[config.mk]
export PLATFORM = sky130hd
export DESIGN_NAME = melody_tone_sequencer_flat
export DESIGN_NICKNAME = d
export VERILOG_FILES = /design/src/design/mts_pkg.sv /design/src/design/mts_item_if.sv /design/src/design/mts_result_if.sv /design/src/design/melody_tone_sequencer.sv /design/src/design/mts_ctrl.sv /design/src/design/mts_datapath.sv /design/src/flat_wrapper.sv
export SDC_FILE = /design/constraint.sdc
export NUM_CORES = 2
export LEC_CHECK = 0
export BUFFER_PORTS_ARGS = -buffer_cell sky130_fd_sc_hd__buf_2
export CAP_MARGIN = 40
export CORE_ASPECT_RATIO = 1.1
export CORE_UTILIZATION = 60
export CTS_BUF_LIST = sky130_fd_sc_hd__clkbuf_16
export CTS_CLUSTER_DIAMETER = 30
export DETAILED_ROUTE_END_ITERATION = 10
export PLACE_DENSITY = 0.76
export SLEW_MARGIN = 20
export SYNTH_ARGS = -nofsm -noshare
export SYNTH_HDL_FRONTEND = slang
export SYNTH_SLANG_ARGS = --single-unit
[constraint.sdc]
create_clock -name clk -period 10.1 [get_ports clk]
set_input_delay 0.505 -clock clk [delete_from_list [all_inputs] [get_ports clk]]
set_output_delay 0.505 -clock clk [all_outputs]
set_load 0.01 [all_outputs]
[src/design/mts_pkg.sv]
// ---------------------------------------------------------------------------
// mts_pkg
// Shared constants, codes and controller/datapath signal groups for the
// melody tone sequencer.
// ---------------------------------------------------------------------------
package mts_pkg;

  // Note table
  localparam int MAX_NOTES = 64;
  localparam int IDX_W     = $clog2(MAX_NOTES);
  localparam int COUNT_W   = $clog2(MAX_NOTES + 1);

  // Field widths
  localparam int MODE_W  = 2;
  localparam int FREQ_W  = 16;
  localparam int LEN_W   = 16;
  localparam int CODE_W  = 3;
  localparam int CMP_W   = 8;
  localparam int PLAYS_W = 8;
  localparam int CFG_W   = 8;
  localparam int CFG_IDX_W = 1;

  // Item modes
  localparam logic [MODE_W-1:0] MODE_TICK  = 2'd0;
  localparam logic [MODE_W-1:0] MODE_LOAD  = 2'd1;
  localparam logic [MODE_W-1:0] MODE_START = 2'd2;

  // Register indexes
  localparam logic [CFG_IDX_W-1:0] REG_NOTE_COUNT   = 1'b0;
  localparam logic [CFG_IDX_W-1:0] REG_REPEAT_COUNT = 1'b1;

  // Frequency bands: edges, prescaler codes, dividend factors
  localparam logic [FREQ_W-1:0] BAND_EDGE_0 = 16'd60;
  localparam logic [FREQ_W-1:0] BAND_EDGE_1 = 16'd120;
  localparam logic [FREQ_W-1:0] BAND_EDGE_2 = 16'd240;

  localparam logic [CODE_W-1:0] CODE_1024 = 3'd7;
  localparam logic [CODE_W-1:0] CODE_256  = 3'd6;
  localparam logic [CODE_W-1:0] CODE_128  = 3'd5;
  localparam logic [CODE_W-1:0] CODE_64   = 3'd4;

  localparam logic [FREQ_W-1:0] FACTOR_1024 = 16'd3906;
  localparam logic [FREQ_W-1:0] FACTOR_256  = 16'd15625;
  localparam logic [FREQ_W-1:0] FACTOR_128  = 16'd31250;
  localparam logic [FREQ_W-1:0] FACTOR_64   = 16'd62500;

  // Gap lengths in ms
  localparam logic [LEN_W-1:0] GAP_MS      = 16'd50;
  localparam logic [LEN_W-1:0] GAP_LAST_MS = 16'd250;

  localparam logic [CMP_W-1:0] CMP_MAX = 8'hFF;
  localparam logic [PLAYS_W-1:0] PLAYS_MAX = 8'hFF;

  // Divider: one quotient bit per step
  localparam int DIV_STEPS = FREQ_W;
  localparam int DIV_CNT_W = $clog2(DIV_STEPS);

  typedef struct packed {
    logic capture;    // latch input transaction fields
    logic exec;       // apply tick, load or start
    logic note_load;  // take note entry, set timing, seed divider
    logic div_step;   // one restoring division step
    logic tone_set;   // commit prescaler/compare, sound the tone
    logic out_load;   // snapshot state into result register
  } mts_cmd_t;

  typedef struct packed {
    logic exec_start; // the pending item goes on to start a note
    logic freq_zero;  // note just read is a rest
  } mts_stat_t;

endpackage

[src/design/mts_item_if.sv]
// ---------------------------------------------------------------------------
// mts_item_if
// Input channel: tick, load and start transactions.
// ---------------------------------------------------------------------------
interface mts_item_if;
  logic                        valid;
  logic                        ready;
  logic [mts_pkg::MODE_W-1:0]  mode;
  logic [mts_pkg::IDX_W-1:0]   entry_index;
  logic [mts_pkg::FREQ_W-1:0]  note_freq;
  logic [mts_pkg::LEN_W-1:0]   note_length;

  modport source (output valid, mode, entry_index, note_freq, note_length, input ready);
  modport sink   (input valid, mode, entry_index, note_freq, note_length, output ready);
endinterface

[src/design/mts_result_if.sv]
// ---------------------------------------------------------------------------
// mts_result_if
// Output channel: tone timer settings and play status.
// ---------------------------------------------------------------------------
interface mts_result_if;
  logic                        valid;
  logic                        ready;
  logic                        tone_enable;
  logic [mts_pkg::CODE_W-1:0]  clock_select;
  logic [mts_pkg::CMP_W-1:0]   compare_top;
  logic                        playing;
  logic [mts_pkg::IDX_W-1:0]   current_note;

  modport source (output valid, tone_enable, clock_select, compare_top, playing,
                  current_note, input ready);
  modport sink   (input valid, tone_enable, clock_select, compare_top, playing,
                  current_note, output ready);
endinterface

[src/design/melody_tone_sequencer.sv]
// ---------------------------------------------------------------------------
// melody_tone_sequencer
// Stored-melody player: note table, millisecond countdown and tone timer
// prescaler/compare set-up, one result transaction per input transaction.
// ---------------------------------------------------------------------------
//
//  channel   dir   handshake          payload
//  item      in    valid/ready        mode, entry_index, note_freq, note_length
//  result    out   valid/ready        tone_enable, clock_select, compare_top,
//                                     playing, current_note
//  cfg       in    cfg_we (no stall)  cfg_index, cfg_data
//
//  One item at a time. An item that starts no note goes from execute straight
//  to the result; one that starts a rest also reads its note; one that starts a
//  tone also runs the 16-step restoring divider that forms the compare value.
//  No new item is taken until the current one has handed off its result.
//  rst is synchronous: note count 0, repeat count 1, nothing playing.
//  The table contents are undefined until loaded.
//  A result waiting on a stalled sink does not block the next item; the
//  sequencer stalls only when a second result is ready before the first goes.
// ---------------------------------------------------------------------------
module melody_tone_sequencer (
  input  logic                           clk,
  input  logic                           rst,
  input  logic                           cfg_we,
  input  logic [mts_pkg::CFG_IDX_W-1:0]  cfg_index,
  input  logic [mts_pkg::CFG_W-1:0]      cfg_data,
  mts_item_if.sink                       item,
  mts_result_if.source                   result
);

  mts_pkg::mts_cmd_t  cmd;   // controller -> datapath
  mts_pkg::mts_stat_t st;    // datapath -> controller

  // Sequencing: accept, execute, optional note read + divide, hand-off
  mts_ctrl u_ctrl (
    .clk          (clk),
    .rst          (rst),
    .item_valid   (item.valid),
    .item_ready   (item.ready),
    .result_valid (result.valid),
    .result_ready (result.ready),
    .st           (st),
    .cmd          (cmd)
  );

  // All architectural state, the note table and the divider live here
  mts_datapath u_datapath (
    .clk          (clk),
    .rst          (rst),
    .cfg_we       (cfg_we),
    .cfg_index    (cfg_index),
    .cfg_data     (cfg_data),
    .mode         (item.mode),
    .entry_index  (item.entry_index),
    .note_freq    (item.note_freq),
    .note_length  (item.note_length),
    .cmd          (cmd),
    .st           (st),
    .tone_enable  (result.tone_enable),
    .clock_select (result.clock_select),
    .compare_top  (result.compare_top),
    .playing      (result.playing),
    .current_note (result.current_note)
  );

endmodule

[src/design/mts_ctrl.sv]
// ---------------------------------------------------------------------------
// mts_ctrl
// Sequencing FSM: accept, execute, note read, divide, result hand-off.
// ---------------------------------------------------------------------------
module mts_ctrl (
  input  logic                clk,
  input  logic                rst,
  input  logic                item_valid,
  output logic                item_ready,
  output logic                result_valid,
  input  logic                result_ready,
  input  mts_pkg::mts_stat_t  st,
  output mts_pkg::mts_cmd_t   cmd
);

  typedef enum logic [2:0] {
    S_IDLE, S_EXEC, S_READ, S_NOTE, S_DIV, S_TONE, S_DONE
  } state_t;

  state_t                          state;
  logic [mts_pkg::DIV_CNT_W-1:0]   div_cnt;
  logic                            out_free;

  assign item_ready = (state == S_IDLE);
  assign out_free   = !result_valid || result_ready;

  always_comb begin
    cmd           = '0;
    cmd.capture   = (state == S_IDLE) && item_valid;
    cmd.exec      = (state == S_EXEC);
    cmd.note_load = (state == S_NOTE);
    cmd.div_step  = (state == S_DIV);
    cmd.tone_set  = (state == S_TONE);
    cmd.out_load  = (state == S_DONE) && out_free;
  end

  always_ff @(posedge clk) begin
    if (rst) begin
      state        <= S_IDLE;
      div_cnt      <= '0;
      result_valid <= 1'b0;
    end else begin
      unique case (state)
        S_IDLE: begin
          if (item_valid) state <= S_EXEC;
        end
        S_EXEC: begin
          state <= st.exec_start ? S_READ : S_DONE;
        end
        S_READ: begin
          state <= S_NOTE;
        end
        S_NOTE: begin
          div_cnt <= '0;
          state   <= st.freq_zero ? S_DONE : S_DIV;
        end
        S_DIV: begin
          div_cnt <= div_cnt + 1'b1;
          if (div_cnt == mts_pkg::DIV_CNT_W'(mts_pkg::DIV_STEPS - 1)) state <= S_TONE;
        end
        S_TONE: begin
          state <= S_DONE;
        end
        S_DONE: begin
          if (out_free) state <= S_IDLE;
        end
        default: begin
          state <= S_IDLE;
        end
      endcase
      // new result loads as the old one leaves
      if (cmd.out_load) begin
        result_valid <= 1'b1;
      end else if (result_ready) begin
        result_valid <= 1'b0;
      end
    end
  end

endmodule

[src/design/mts_datapath.sv]
// ---------------------------------------------------------------------------
// mts_datapath
// Note table, play state, timing counter, compare divider, result register.
// ---------------------------------------------------------------------------
module mts_datapath (
  input  logic                              clk,
  input  logic                              rst,
  input  logic                              cfg_we,
  input  logic [mts_pkg::CFG_IDX_W-1:0]     cfg_index,
  input  logic [mts_pkg::CFG_W-1:0]         cfg_data,
  input  logic [mts_pkg::MODE_W-1:0]        mode,
  input  logic [mts_pkg::IDX_W-1:0]         entry_index,
  input  logic [mts_pkg::FREQ_W-1:0]        note_freq,
  input  logic [mts_pkg::LEN_W-1:0]         note_length,
  input  mts_pkg::mts_cmd_t                 cmd,
  output mts_pkg::mts_stat_t                st,
  output logic                              tone_enable,
  output logic [mts_pkg::CODE_W-1:0]        clock_select,
  output logic [mts_pkg::CMP_W-1:0]         compare_top,
  output logic                              playing,
  output logic [mts_pkg::IDX_W-1:0]         current_note
);

  // Note table: {freq, length}
  logic [mts_pkg::FREQ_W+mts_pkg::LEN_W-1:0] note_mem [mts_pkg::MAX_NOTES];
  logic [mts_pkg::FREQ_W+mts_pkg::LEN_W-1:0] rd_data;
  logic [mts_pkg::FREQ_W-1:0]                rd_freq;
  logic [mts_pkg::LEN_W-1:0]                 rd_len;

  // Captured transaction
  logic [mts_pkg::MODE_W-1:0]  mode_q;
  logic [mts_pkg::IDX_W-1:0]   idx_q;
  logic [mts_pkg::FREQ_W-1:0]  freq_q;
  logic [mts_pkg::LEN_W-1:0]   len_q;

  // Configuration
  logic [mts_pkg::COUNT_W-1:0] note_count;
  logic [mts_pkg::PLAYS_W-1:0] repeat_count;

  // Play state
  logic [mts_pkg::LEN_W-1:0]   time_left;
  logic                        hold_forever;
  logic                        tone_phase;
  logic [mts_pkg::IDX_W-1:0]   note_pointer;
  logic [mts_pkg::PLAYS_W-1:0] plays_done;
  logic                        active;
  logic [mts_pkg::CODE_W-1:0]  prescale_reg;
  logic [mts_pkg::CMP_W-1:0]   compare_reg;

  // Divider
  logic [mts_pkg::CODE_W-1:0]  band;
  logic [mts_pkg::FREQ_W-1:0]  divisor;
  logic [mts_pkg::FREQ_W-1:0]  rem;
  logic [mts_pkg::FREQ_W-1:0]  quot;
  logic [mts_pkg::FREQ_W:0]    div_sh;
  logic [mts_pkg::FREQ_W+1:0]  div_diff;

  // Tick decisions
  logic [mts_pkg::COUNT_W-1:0] n_eff;
  logic [mts_pkg::COUNT_W-1:0] np_inc;
  logic                        wrap;
  logic [mts_pkg::PLAYS_W-1:0] pd_new;
  logic                        tick_live;
  logic [mts_pkg::LEN_W-1:0]   tl_dec;
  logic                        tl_zero;
  logic                        last_note;
  logic [mts_pkg::CODE_W-1:0]  band_code;
  logic [mts_pkg::FREQ_W-1:0]  band_factor;

  assign rd_freq = rd_data[mts_pkg::FREQ_W+mts_pkg::LEN_W-1:mts_pkg::LEN_W];
  assign rd_len  = rd_data[mts_pkg::LEN_W-1:0];

  assign n_eff = (note_count > mts_pkg::COUNT_W'(mts_pkg::MAX_NOTES))
               ? mts_pkg::COUNT_W'(mts_pkg::MAX_NOTES) : note_count;
  assign np_inc    = {1'b0, note_pointer} + 1'b1;
  assign wrap      = (np_inc >= n_eff);
  assign last_note = wrap;
  assign pd_new    = (wrap && plays_done != mts_pkg::PLAYS_MAX) ? plays_done + 1'b1
                                                               : plays_done;
  assign tick_live = active && !hold_forever;
  assign tl_dec    = (time_left != '0) ? time_left - 1'b1 : time_left;
  assign tl_zero   = (tl_dec == '0);

  always_comb begin
    st.exec_start = 1'b0;
    if (mode_q == mts_pkg::MODE_START) begin
      st.exec_start = (n_eff != '0);
    end else if (mode_q == mts_pkg::MODE_TICK) begin
      st.exec_start = tick_live && tl_zero && !tone_phase && (n_eff != '0)
                    && (pd_new < repeat_count);
    end
    st.freq_zero = (rd_freq == '0);
  end

  // Band select for the note just read
  always_comb begin
    priority if (rd_freq < mts_pkg::BAND_EDGE_0) begin
      band_code   = mts_pkg::CODE_1024;
      band_factor = mts_pkg::FACTOR_1024;
    end else if (rd_freq < mts_pkg::BAND_EDGE_1) begin
      band_code   = mts_pkg::CODE_256;
      band_factor = mts_pkg::FACTOR_256;
    end else if (rd_freq < mts_pkg::BAND_EDGE_2) begin
      band_code   = mts_pkg::CODE_128;
      band_factor = mts_pkg::FACTOR_128;
    end else begin
      band_code   = mts_pkg::CODE_64;
      band_factor = mts_pkg::FACTOR_64;
    end
  end

  // Restoring division, quotient bits shift in from the right
  assign div_sh   = {rem, quot[mts_pkg::FREQ_W-1]};
  assign div_diff = {1'b0, div_sh} - {2'b00, divisor};

  // Table: write on load, read at the note pointer every cycle
  always_ff @(posedge clk) begin
    if (cmd.exec && mode_q == mts_pkg::MODE_LOAD
        && {1'b0, idx_q} < mts_pkg::COUNT_W'(mts_pkg::MAX_NOTES)) begin
      note_mem[idx_q] <= {freq_q, len_q};
    end
    rd_data <= note_mem[note_pointer];
  end

  // Transaction capture, divider and result register (no reset needed)
  always_ff @(posedge clk) begin
    if (cmd.capture) begin
      mode_q <= mode;
      idx_q  <= entry_index;
      freq_q <= note_freq;
      len_q  <= note_length;
    end
    if (cmd.note_load) begin
      band    <= band_code;
      divisor <= rd_freq;
      rem     <= '0;
      quot    <= band_factor;
    end else if (cmd.div_step) begin
      if (!div_diff[mts_pkg::FREQ_W+1]) begin
        rem  <= div_diff[mts_pkg::FREQ_W-1:0];
        quot <= {quot[mts_pkg::FREQ_W-2:0], 1'b1};
      end else begin
        rem  <= div_sh[mts_pkg::FREQ_W-1:0];
        quot <= {quot[mts_pkg::FREQ_W-2:0], 1'b0};
      end
    end
    if (cmd.out_load) begin
      tone_enable  <= tone_phase;
      clock_select <= prescale_reg;
      compare_top  <= compare_reg;
      playing      <= active;
      current_note <= note_pointer;
    end
  end

  // Configuration and play state
  always_ff @(posedge clk) begin
    if (rst) begin
      note_count   <= '0;
      repeat_count <= mts_pkg::PLAYS_W'(1);
      time_left    <= '0;
      hold_forever <= 1'b0;
      tone_phase   <= 1'b0;
      note_pointer <= '0;
      plays_done   <= '0;
      active       <= 1'b0;
      prescale_reg <= '0;
      compare_reg  <= '0;
    end else begin
      if (cfg_we) begin
        unique case (cfg_index)
          mts_pkg::REG_NOTE_COUNT:   note_count   <= cfg_data[mts_pkg::COUNT_W-1:0];
          mts_pkg::REG_REPEAT_COUNT: repeat_count <= cfg_data;
          default: ;
        endcase
      end

      if (cmd.exec) begin
        unique case (mode_q)
          mts_pkg::MODE_TICK: begin
            if (tick_live) begin
              if (tl_zero && tone_phase) begin
                tone_phase <= 1'b0;
                time_left  <= last_note ? mts_pkg::GAP_LAST_MS : mts_pkg::GAP_MS;
              end else begin
                time_left <= tl_dec;
                if (tl_zero) begin
                  if (n_eff == '0) begin
                    active <= 1'b0;
                  end else begin
                    note_pointer <= wrap ? '0 : np_inc[mts_pkg::IDX_W-1:0];
                    plays_done   <= pd_new;
                    if (!(pd_new < repeat_count)) active <= 1'b0;
                  end
                end
              end
            end
          end
          mts_pkg::MODE_START: begin
            note_pointer <= '0;
            plays_done   <= '0;
            tone_phase   <= 1'b0;
            if (n_eff != '0) active <= 1'b1;
          end
          default: ;
        endcase
      end

      if (cmd.note_load) begin
        tone_phase <= 1'b0;
        if (rd_len != '0) begin
          time_left    <= rd_len;
          hold_forever <= 1'b0;
        end else begin
          time_left    <= '0;
          hold_forever <= 1'b1;
        end
      end

      if (cmd.tone_set) begin
        prescale_reg <= band;
        compare_reg  <= (quot[mts_pkg::FREQ_W-1:mts_pkg::CMP_W] != '0)
                      ? mts_pkg::CMP_MAX : quot[mts_pkg::CMP_W-1:0];
        tone_phase   <= 1'b1;
      end
    end
  end

endmodule
[src/flat_wrapper.sv]
// flat-port wrapper written by rule: the top's interface ports become plain ports
module melody_tone_sequencer_flat 
  (clk, rst, cfg_we, cfg_index, cfg_data, item_valid, item_mode, item_entry_index, item_note_freq, item_note_length, item_ready, result_valid, result_tone_enable, result_clock_select, result_compare_top, result_playing, result_current_note, result_ready);
  mts_item_if item_i ();
  mts_result_if result_i ();
  input  logic clk;
  input  logic rst;
  input  logic cfg_we;
  input  logic [mts_pkg::CFG_IDX_W-1:0] cfg_index;
  input  logic [mts_pkg::CFG_W-1:0] cfg_data;
  input wire logic [$bits(item_i.valid)-1:0] item_valid;
  input wire logic [$bits(item_i.mode)-1:0] item_mode;
  input wire logic [$bits(item_i.entry_index)-1:0] item_entry_index;
  input wire logic [$bits(item_i.note_freq)-1:0] item_note_freq;
  input wire logic [$bits(item_i.note_length)-1:0] item_note_length;
  output wire logic [$bits(item_i.ready)-1:0] item_ready;
  output wire logic [$bits(result_i.valid)-1:0] result_valid;
  output wire logic [$bits(result_i.tone_enable)-1:0] result_tone_enable;
  output wire logic [$bits(result_i.clock_select)-1:0] result_clock_select;
  output wire logic [$bits(result_i.compare_top)-1:0] result_compare_top;
  output wire logic [$bits(result_i.playing)-1:0] result_playing;
  output wire logic [$bits(result_i.current_note)-1:0] result_current_note;
  input wire logic [$bits(result_i.ready)-1:0] result_ready;
  assign item_i.valid = item_valid;
  assign item_i.mode = item_mode;
  assign item_i.entry_index = item_entry_index;
  assign item_i.note_freq = item_note_freq;
  assign item_i.note_length = item_note_length;
  assign item_ready = item_i.ready;
  assign result_valid = result_i.valid;
  assign result_tone_enable = result_i.tone_enable;
  assign result_clock_select = result_i.clock_select;
  assign result_compare_top = result_i.compare_top;
  assign result_playing = result_i.playing;
  assign result_current_note = result_i.current_note;
  assign result_i.ready = result_ready;
  melody_tone_sequencer u_core (.clk(clk), .rst(rst), .cfg_we(cfg_we), .cfg_index(cfg_index), .cfg_data(cfg_data), .item(item_i), .result(result_i));
endmodule
==> qor.yml <==
crit_fanout: 53
grt_pass1_vias: 47800
worstSkewPairLatency_ps: 990
die_x_um: 364.2
end_kind: "register"
top_register: "u_core.u_datapath.note_mem"
area_growth_pct: 20.25
hold_viol: 0
synth_area_leaders: "edfxtp_1 (74%), mux4_2 (17%), dfxtp_1 (2.7%), nor2_1 (0.68%), clkbuf_1 (0.56%)"
worstPathRequired_ps: 10890
ant_nets: 0
port_buffers: 74
io_pins: 75
cts_tree: "built"
arrival_ps: 5750
relSlewSlack: 0.3376
async_reset_ff_frac: 0
ys_types: 67
die_area_um2: 145900
netlist.top_cell.by_area: "edfxtp_1"
cp_cell_sequence: "buf_4 -> buf_4 -> buf_4 -> buf_12 -> mux4_2 -> mux4_2 -> mux4_2"
nets: 4407
ys_ff_latch: 2256
detail_route.wl_per_cell_um: 38.91
h-tree-depth: 5
combPwrFrac: 0.044
power_frac_clock: 0.524
period_share: 0.4918
cts.sinks: 2256
min_path_type: "in2reg"
dr_total_vias: 46400
syn_area_um2: 86600
p_per_area_nw_per_um2: 237.5
status: "completed"
yosysSeqAreaShare: 0.7690
top_regs: "u_core.u_datapath.note_mem (2048), u_core.u_datapath.rd_data (32)"
slew_viol_final: 0
drive_above_1_share: 0.3515
synth_top_cell_area_share: 0.7424
stdcell_area_um2: 104100
start_util: 0.6073
tightest_slew_ps: 993.6
leakage_nw: 33.00
pwr-share-seq: 0.432
intPower_w: 0.01899
clockBufferDepth: 4
rows: 145
clockRootBuffer: "clkbuf_16"
rsz0062_at_grt: "false"
grt_max_degree: 98
antenna_found_initial: 23
synth_fp_nets: 3915
largest_register_ffs: 2048
path_clk_slew_ps: 60
post-route-drc-count: 0
crit_type: "reg2reg"
switching_share: 0.2324
synth_edf_count: 2141
post_dp_cell_area_um2: 90600
finalSetupViolCount: 0
post-dp-hpwl_mm: 112.3
cp_slowest_stage_delay_ps: 790
vdd_ir_drop_max_v: 0.0002378
wirelength_mm: 254.5
grt_overflow_total: 0
clock-skew-final_ps: 87.77
fin_crit_ps: 4967
die_h_um: 400.5
maxCapViolations: 0
yosysWarnings: 0
track_usage: 0.3539
total_power_w: 0.02474
final_common_cell: "edfxtp_1"
cts_setup_buffers: 0
grt_pass1_wl_mm: 355.4
ys.flop_type: "edfxtp_1"
postSynthAreaPerCell_um2: 22.63
tns_ps: 0
nFillCells: 7285
startpoint_type: "register"
power.switching_w: 0.005750
max_freq_mhz: 201.3
final_cell_mix: "edfxtp_1 (2141), mux4_2 (672), clkbuf_16 (391)"
drtPass1Iterations: 5
final_util: 0.7303
drtIter0Drc: 7625
critPathSlowestCell: "buf_4"
core_area_um2: 142600
synth_cells: 3826
gp_congestion: 0.8340
cts_made_buffers: 383
via_per_inst: 7.094
==> power by group through the flow <==
| stage | sequential [W] | clock, W | combinational (W) |
|---|---|---|---|
| after global routing | 0.0107 | 0.0134 | 0.00113 |
| after CTS | 0.0107 | 0.0130 | 0.00104 |
| after global placement | 0.0109 | 0 | 0.000933 |
| after floorplan | 0.0110 | 0 | 0.000435 |
| after detailed placement | 0.0109 | 0 | 0.000992 |
| final | 0.0107 | 0.0130 | 0.00108 |
==> layer usage <==
metal,vias up,global-route usage,routed length [um]
li1,17340,-,-
met1,23950,0.4452,82980
met2,4281,0.5501,122900
met3,808,0.1079,32710
met4,22,0.2035,15810
met5,-,0,149
==> Yosys cell counts (4+ instances only) <==
cell type	n
edfxtp_1	2141
mux4_2	672
nor2_1	156
clkbuf_1	130
dfxtp_1	115
nand2_1	84
buf_1	51
o21ai_0	51
inv_1	50
a21oi_1	40
nand3_1	36
ha_1	34
nor3_1	33
mux2i_1	26
nor4_1	15
a31oi_1	13
xnor2_1	13
o21a_1	12
nor2b_1	10
a21o_1	9
nand3b_1	9
or3_1	8
a221oi_1	7
xor2_1	7
a22oi_1	6
and2_1	6
nand2b_1	6
buf_2	5
a32o_1	4
o31a_1	4
or4_1	4
==> metrics by stage <==
step / hold slack [ps] / setup WS [ps] / instances
2_1_floorplan: 406.4 / 5594 / 3826
3_3_place_gp: 417.6 / 4983 / 5748
3_5_place_dp: 421.8 / 5117 / 5773
4_1_cts: 219.3 / 4951 / 6523
5_1_grt: 246.5 / 4967 / 6534
6_report: 276.0 / 5133 / 6541
==> repair_timing <==
action / CTS / global route
hold buffers: 60 / 0
hold endpoints to repair: 57 / 0
resized for setup: 0 / 0
==> logic make-up (layout without fill, tap and decap cells) <==
| kind of cell | Yosys count | in the layout | synth area share |
|---|---|---|---|
| multiplexers | 701 | 701 | 0.1782 |
| AO/OA/AOI/OAI | 175 | 175 | 0.01283 |
| buffers and inverters | 239 | 1036 | 0.01062 |
| flip-flops | 2256 | 2256 | 0.7690 |
| AND/OR/NAND/NOR | 400 | 400 | 0.02224 |
| other | 0 | 7 | 0 |
| XOR/XNOR | 20 | 20 | 0.002023 |
| adder cells (fa/ha/maj) | 35 | 35 | 0.005144 |
==> critical path: cells and delay by family, from the launching register on <==
| kind | cells | cell delay (ps) |
|---|---|---|
| buffers and inverters | 4 | 2360 |
| DFF | 1 | 750 |
| muxes | 3 | 1480 |
==> area by class of cell <==
class | instances | area [um^2] | area share
Sequential cell | 2256 | 66610 | 0.6397
Multi-Input combinational cell | 1331 | 19580 | 0.1880
Clock buffer | 391 | 9784 | 0.09396
Clock inverter | 299 | 2940 | 0.02824
Timing Repair Buffer | 296 | 2628 | 0.02523
Tap cell | 1911 | 2391 | 0.02296
Inverter | 50 | 187.7 | 0.001802
Antenna cell | 7 | 17.52 | 0.0001682
==> worst paths after layout <==
check,start,to,slack [ps],cells after the start
min reg2reg,u_core.u_datapath.prescale_reg[1]$_SDFFE_PP0P_,u_core.u_datapath.clock_select[1]$_DFFE_PP_,440,0
min,item_note_length[11],u_core.u_datapath.len_q[11]$_DFFE_PP_,280,2
max reg2reg,u_core.u_datapath.note_pointer[1]$_SDFFE_PP0P_,u_core.u_datapath.rd_data[27]$_DFF_P_,5130,7
max,u_core.u_datapath.note_pointer[1]$_SDFFE_PP0P_,u_core.u_datapath.rd_data[27]$_DFF_P_,5130,7
(Power assumes the default switching activity.)
